`config.mk`:
```
export PLATFORM = sky130hd
export DESIGN_NAME = dotted_ipv4_address_parser
export DESIGN_NICKNAME = d
export VERILOG_FILES = /design/src/rtl/dip_pkg.sv /design/src/rtl/dotted_ipv4_address_parser.sv /design/src/rtl/dip_step.sv
export SDC_FILE = /design/constraint.sdc
export NUM_CORES = 1
export LEC_CHECK = 0
export BUFFER_PORTS_ARGS = -buffer_cell sky130_fd_sc_hd__buf_2
export CAP_MARGIN = 10
export CORE_AREA = 2 2 146 148
export CTS_CLUSTER_SIZE = 10
export DETAILED_ROUTE_END_ITERATION = 8
export DIE_AREA = 0 0 148 150
export PLACE_DENSITY = 0.68
export SKIP_CTS_REPAIR_TIMING = 1
export SYNTH_ARGS = -nofsm -noshare
export SYNTH_HDL_FRONTEND = slang
export SYNTH_SLANG_ARGS = --single-unit
```
`constraint.sdc`:
```
create_clock -name clk -period 5.1 [get_ports clk]
set_input_delay 1.02 -clock clk [delete_from_list [all_inputs] [get_ports clk]]
set_output_delay 1.02 -clock clk [all_outputs]
set_load 0.02 [all_outputs]
```
`src/rtl/dip_pkg.sv`:
```
// shared types, character codes and limits for the dotted ipv4 address parser
package dip_pkg;

    // parse phase
    typedef enum logic [2:0] {
        PH_START = 3'd0,
        PH_ZERO  = 3'd1,
        PH_DIGIT = 3'd2,
        PH_SKIP  = 3'd3
    } phase_t;

    // radix of the current part
    typedef enum logic [1:0] {
        RX_DEC = 2'd0,
        RX_OCT = 2'd1,
        RX_HEX = 2'd2
    } radix_t;

    // character codes
    localparam logic [7:0] CH_NUL   = 8'h00;
    localparam logic [7:0] CH_TAB   = 8'h09;
    localparam logic [7:0] CH_CR    = 8'h0D;
    localparam logic [7:0] CH_SPACE = 8'h20;
    localparam logic [7:0] CH_DOT   = 8'h2E;
    localparam logic [7:0] CH_0     = 8'h30;
    localparam logic [7:0] CH_9     = 8'h39;
    localparam logic [7:0] CH_UA    = 8'h41;
    localparam logic [7:0] CH_UF    = 8'h46;
    localparam logic [7:0] CH_UX    = 8'h58;
    localparam logic [7:0] CH_LA    = 8'h61;
    localparam logic [7:0] CH_LF    = 8'h66;
    localparam logic [7:0] CH_LX    = 8'h78;

    // largest value of the last part for two, three and four parts
    localparam logic [31:0] LIMIT_TWO   = 32'h00FF_FFFF;
    localparam logic [31:0] LIMIT_THREE = 32'h0000_FFFF;
    localparam logic [31:0] LIMIT_FOUR  = 32'h0000_00FF;

    // parser state
    typedef struct packed {
        phase_t           phase;
        logic [31:0]      number_value;
        radix_t           radix_code;
        logic [2:0][31:0] stored_parts;
        logic [1:0]       parts_seen;
    } dip_state_t;

    // one result item from the step logic
    typedef struct packed {
        logic        fire;
        logic        ok;
        logic [31:0] addr;
    } dip_result_t;

    // state at the start of a fresh parse
    function automatic dip_state_t dip_cleared();
        dip_state_t s;
        s.phase        = PH_START;
        s.number_value = '0;
        s.radix_code   = RX_DEC;
        s.stored_parts = '0;
        s.parts_seen   = '0;
        return s;
    endfunction

endpackage

```
`src/rtl/dotted_ipv4_address_parser.sv`:
```
// dotted ipv4 address parser, top level
// the character that decides a result is first taken into the character register; the result is then registered from it
// throughput: one character per cycle; the only stall comes from a held result
// the parse of each character is one pass of logic between the character and result registers
// reset: asynchronous, active low; clears the parse state and both valid flags
module dotted_ipv4_address_parser
    import dip_pkg::*;
(
    input  logic        clk,
    input  logic        rst_n,
    input  logic        in_valid,
    output logic        in_stall,
    input  logic [7:0]  text_char,
    output logic        out_valid,
    input  logic        out_stall,
    output logic        address_ok,
    output logic [31:0] address
);

    logic        in_valid_reg;
    logic [7:0]  char_reg;
    dip_state_t  state_reg;
    dip_state_t  state_next;
    dip_result_t step_res;
    logic        out_valid_reg;
    logic        ok_reg;
    logic [31:0] addr_reg;
    logic        advance;
    logic        in_take;

    // handshake
    assign advance  = in_valid_reg && !(out_valid_reg && out_stall);
    assign in_stall = in_valid_reg && out_valid_reg && out_stall;
    assign in_take  = in_valid && !in_stall;

    // parse step
    dip_step u_step (
        .cur       (state_reg),
        .text_char (char_reg),
        .nxt       (state_next),
        .res       (step_res)
    );

    // control registers
    always_ff @(posedge clk or negedge rst_n)
    begin
        if (!rst_n)
        begin
            in_valid_reg  <= 1'b0;
            out_valid_reg <= 1'b0;
            state_reg     <= dip_cleared();
        end
        else
        begin
            if (in_take)
            begin
                in_valid_reg <= 1'b1;
            end
            else if (advance)
            begin
                in_valid_reg <= 1'b0;
            end

            if (advance)
            begin
                state_reg <= state_next;
            end

            if (advance && step_res.fire)
            begin
                out_valid_reg <= 1'b1;
            end
            else if (!out_stall)
            begin
                out_valid_reg <= 1'b0;
            end
        end
    end

    // payload registers
    always_ff @(posedge clk)
    begin
        if (in_take)
        begin
            char_reg <= text_char;
        end
        if (advance && step_res.fire)
        begin
            ok_reg   <= step_res.ok;
            addr_reg <= step_res.addr;
        end
    end

    assign out_valid  = out_valid_reg;
    assign address_ok = ok_reg;
    assign address    = addr_reg;

endmodule

```
`src/rtl/dip_step.sv`:
```
// next-state and result logic for one character of the address parser
module dip_step
    import dip_pkg::*;
(
    input  dip_state_t  cur,
    input  logic [7:0]  text_char,
    output dip_state_t  nxt,
    output dip_result_t res
);

    logic        is_dec;
    logic        is_blank;
    logic        is_lower_hex;
    logic        is_upper_hex;
    logic        is_x;
    logic        do_digit;
    radix_t      eff_radix;
    logic [3:0]  letter_val;
    logic [31:0] times_ten;
    logic [31:0] scaled;
    logic [31:0] nv;
    logic        emit_req;
    logic        emit_ok;
    logic [31:0] emit_addr;

    // character classes
    assign is_dec       = (text_char >= CH_0) && (text_char <= CH_9);
    assign is_blank     = (text_char == CH_SPACE) ||
                          ((text_char >= CH_TAB) && (text_char <= CH_CR));
    assign is_lower_hex = (text_char >= CH_LA) && (text_char <= CH_LF);
    assign is_upper_hex = (text_char >= CH_UA) && (text_char <= CH_UF);
    assign is_x         = (text_char == CH_LX) || (text_char == CH_UX);
    assign letter_val   = {1'b0, text_char[2:0]} + 4'd9;

    // a part that began with zero and no x is octal from this character on
    assign eff_radix = (cur.phase == PH_ZERO) ? RX_OCT : cur.radix_code;
    assign do_digit  = (cur.phase == PH_DIGIT) || ((cur.phase == PH_ZERO) && !is_x);

    // value times the radix, by shifts and one add
    assign times_ten = {cur.number_value[28:0], 3'b000} + {cur.number_value[30:0], 1'b0};
    always_comb
    begin
        case (eff_radix)
            RX_OCT:  scaled = {cur.number_value[28:0], 3'b000};
            RX_HEX:  scaled = {cur.number_value[27:0], 4'b0000};
            default: scaled = times_ten;
        endcase
    end

    // main transition
    always_comb
    begin
        nxt       = cur;
        emit_req  = 1'b0;
        emit_ok   = 1'b0;
        emit_addr = '0;
        nv        = cur.number_value;
        case (cur.phase)
            PH_START:
            begin
                if (!is_dec)
                begin
                    emit_req = 1'b1;
                end
                else if (text_char == CH_0)
                begin
                    nxt.number_value = '0;
                    nxt.phase        = PH_ZERO;
                end
                else
                begin
                    nxt.radix_code   = RX_DEC;
                    nxt.number_value = {28'd0, text_char[3:0]};
                    nxt.phase        = PH_DIGIT;
                end
            end
            PH_ZERO, PH_DIGIT:
            begin
                nxt.phase = PH_DIGIT;
                if (!do_digit)
                begin
                    // 0x or 0X prefix
                    nxt.radix_code = RX_HEX;
                end
                else
                begin
                    nxt.radix_code = eff_radix;
                    if (is_dec)
                    begin
                        nxt.number_value = scaled + {28'd0, text_char[3:0]};
                    end
                    else if ((eff_radix == RX_HEX) && (is_lower_hex || is_upper_hex))
                    begin
                        nxt.number_value = {cur.number_value[27:0], letter_val};
                    end
                    else if (text_char == CH_DOT)
                    begin
                        if (cur.parts_seen == 2'd3)
                        begin
                            // a fourth dot
                            emit_req = 1'b1;
                        end
                        else
                        begin
                            nxt.stored_parts[cur.parts_seen] = cur.number_value;
                            nxt.parts_seen   = cur.parts_seen + 2'd1;
                            nxt.number_value = '0;
                            nxt.radix_code   = RX_DEC;
                            nxt.phase        = PH_START;
                        end
                    end
                    else if ((text_char == CH_NUL) || is_blank)
                    begin
                        // end of string: range check the last part and assemble
                        emit_req = 1'b1;
                        emit_ok  = 1'b1;
                        case (cur.parts_seen)
                            2'd1:
                            begin
                                emit_ok   = (nv <= LIMIT_TWO);
                                emit_addr = nv | {cur.stored_parts[0][7:0], 24'd0};
                            end
                            2'd2:
                            begin
                                emit_ok   = (nv <= LIMIT_THREE);
                                emit_addr = nv | {cur.stored_parts[0][7:0], 24'd0}
                                               | {cur.stored_parts[1][15:0], 16'd0};
                            end
                            2'd3:
                            begin
                                emit_ok   = (nv <= LIMIT_FOUR);
                                emit_addr = nv | {cur.stored_parts[0][7:0], 24'd0}
                                               | {cur.stored_parts[1][15:0], 16'd0}
                                               | {cur.stored_parts[2][23:0], 8'd0};
                            end
                            default:
                            begin
                                emit_addr = nv;
                            end
                        endcase
                    end
                    else
                    begin
                        emit_req = 1'b1;
                    end
                end
            end
            default:
            begin
                // skipping up to the zero byte
                if (text_char == CH_NUL)
                begin
                    nxt = dip_cleared();
                end
            end
        endcase

        // a result restarts the parse, or skips to the zero byte
        if (emit_req)
        begin
            nxt = dip_cleared();
            if (text_char != CH_NUL)
            begin
                nxt.phase = PH_SKIP;
            end
        end
    end

    // result item
    assign res.fire = emit_req;
    assign res.ok   = emit_ok;
    assign res.addr = emit_ok ? emit_addr : '1;

endmodule

```
==> flow_summary.ini <==
[power]
finalPower_mw = 4.22
p_leak_nw = 3.90
comb_power_share_pct = 41.3
p_sw_share_pct = 40.2
power_frac_clock_pct = 29.5
p_sw_mw = 1.70
p_per_area_nw_per_um2 = 418
vdd_drop_max_mv = 0.276
seqPwrFrac_pct = 29.2
p_int_mw = 2.52

[yosys]
netlist_area_um2 = 9080
ys_types = 90
synthArstFlopShare_pct = 68.2
syn_avg_cell_area_um2 = 8.81
synth_seq_area_share_pct = 37.8
synth_edf_count = 41
yosysWarnings = 0
synth_nets = 1090
synth_ff_type = dfrtp_1
ys_ff_latch = 129
synthCells = 1030

[layout]
final_cells = 1328
n_antenna_cell = 0
final_cell_mix = nand2_1, nor2_1, dfrtp_1
largest_reg_flops = 86
drive_above_1_share_pct = 12.0
syn2layout_area_growth_pct = 11.3
final_cell_area_um2 = 10100
layout.nets = 1100
n_fill_cell = 1973
final_common_cell = nand2_1

[placed_design]
hpwlAfterDp_mm = 18.6
placed_cells_incl_taps = 1296
dpl-instance-area_um2 = 9510
gp_congestion = 0.942
numPortBuffers = 46

[floorplanning]
die_x_um = 148
ioPinCount = 47
dieArea_um2 = 22200
num_rows = 53
dieHeight_um = 150
initial_core_util_pct = 43.9
core_region_area_um2 = 20700

[sta]
hold_violations = 0
finalClockSkew_ns = 0.0121
setup_violations = 0
fin_crit_ns = 4.43
final.setup.tns_ns = 0
grt_setup_unrepaired = false
finalCritPeriodShare_pct = 86.9
max_freq_ghz = 0.226
drv_slew = 0
max-slew-margin-rel_pct = 38.9
worst_pin_slew_ns = 0.916

[route]
maxUsedRoutingLayer = met4
wl_met3_mm = 1.82
wire_per_inst_um = 19.5
wl_met1_mm = 11.8
drc_errors = 0
routed_wl_mm = 25.9
wl_met2_mm = 11.7
drt_iter0_markers = 807
dr.pass1.iters = 6
via_per_inst = 6.25
final_antenna_net_count = 0
num_vias = 8300

[job]
cap_violations = 0

[clocking]
clockRootBuffer = clkbuf_16
cts_tree = yes
cts.sinks = 129
numCtsBuffers = 17
htree_levels = 4
clock_latency_ns = 0.42
clk_pin_slew_ns = 0.06
cts_max_path_buffers = 2

[setup_path]
reg2reg_slack_ns = 0.67
rr_startpoint = state_reg[133]
reg2reg_to = state_reg[131]
cp_max_fo = 30
required_ns = 5.46
cp.arrival_ns = 4.79
critical_path_class = flip-flop to flip-flop
endpoint_kind = flip-flop
cp-endpoint = state_reg[131]
startpoint_type = flip-flop
cp-startpoint = state_reg[133]
reg2regPathDepth = 13

[global_route]
grt_pass1_wl_mm = 42.6
grt_max_degree = 57
antenna_found_initial = 0
grt_pass1_vias = 7813
grt_usage_pct = 24.0
grt_overflow_total = 0

[hold_path]
min-delay-start = state_reg[75]
min_path_type = flip-flop to flip-flop

[status]
status = complete, no violations
[how the worst min path moves through the flow]
stage	cells past startpoint	end	slack, ns
2_1_floorplan	1	state_reg[75]	0.47
4_1_cts	1	state_reg[75]	0.51
3_3_place_gp	1	state_reg[75]	0.48
5_1_grt	1	state_reg[9]	0.52
3_5_place_dp	1	state_reg[6]	0.49
6_report	1	state_reg[75]	0.51
[power groups by stage]
| stage | sequential, mW | clock [mW] | combinational, mW |
|---|---|---|---|
| final | 1.23 | 1.25 | 1.74 |
| after global routing | 1.24 | 1.30 | 1.95 |
| after CTS | 1.23 | 1.25 | 1.72 |
| after detailed placement | 1.25 | 0 | 1.71 |
| after global placement | 1.24 | 0 | 1.69 |
| after floorplan | 1.21 | 0 | 1.35 |
[per-stage QoR]
step	setup slack, ns	utilization (%)	hold WS [ns]
5_1_grt	0.484	48.8	0.521
4_1_cts	0.818	48.8	0.507
6_report	0.670	48.8	0.509
2_1_floorplan	0.352	-	0.468
3_3_place_gp	0.985	45.9	0.484
3_5_place_dp	0.833	45.9	0.492
[cells in the mapped netlist (9+ instances only)]
cell,n,area (um^2)
xnor2_1,19,166
o211ai_1,10,75.1
o21a_1,11,82.6
a22oi_1,13,97.6
clkbuf_1,44,165
nor2_1,93,349
nand4_1,16,100
nor4_1,14,87.6
o21ai_1,16,80.1
nor3_1,21,105
nand3_1,19,95.1
a221oi_1,14,123
edfxtp_1,41,1230
xor2_1,12,105
and3_1,11,68.8
ha_1,46,576
dfrtp_1,88,2200
o21ai_0,76,380
buf_1,11,41.3
a21oi_1,81,405
a221o_1,15,150
nand2_1,105,394
a22o_1,58,508
nand2b_1,13,81.3
inv_1,19,71.3
or3_1,9,56.3
buf_2,19,95.1
[layout make-up]
type / count / area (um^2) / share of cell area [%]
Clock buffer: 18 / 429 / 4.25
Clock inverter: 14 / 170 / 1.68
Inverter: 21 / 78.8 / 0.780
Multi-Input combinational cell: 805 / 5270 / 52.1
Sequential cell: 129 / 3430 / 34.0
Tap cell: 275 / 344 / 3.40
Timing Repair Buffer: 66 / 383 / 3.79
[metal layers]
layer	vias up	global-route usage [%]
met1	4000	34.3
met3	45	3.90
met5	-	0
met2	351	36.8
li1	3904	-
met4	0	8.67
[kinds of logic after synthesis]
logic type	after synthesis	synth area share, %
compound gates	366	27.8
simple gates	351	19.4
flops	129	37.8
buf+inv	96	4.25
fa+ha+maj	49	6.89
xor+xnor	31	2.99
mux	8	0.896
[worst max-delay path, stage by stage, from the launching register on]
cell,delay [ns]
dfrtp_1,0.39
inv_1,0.09
ha_1,0.23
or2_2,0.32
ha_2,0.66
inv_1,0.12
buf_4,0.23
o31ai_2,0.37
nand4b_1,0.22
or4b_1,0.69
and4bb_1,0.33
nand4b_1,0.20
o41ai_1,0.36
nand2b_1,0.15
Note: power is estimated with default switching activity, not from simulation.
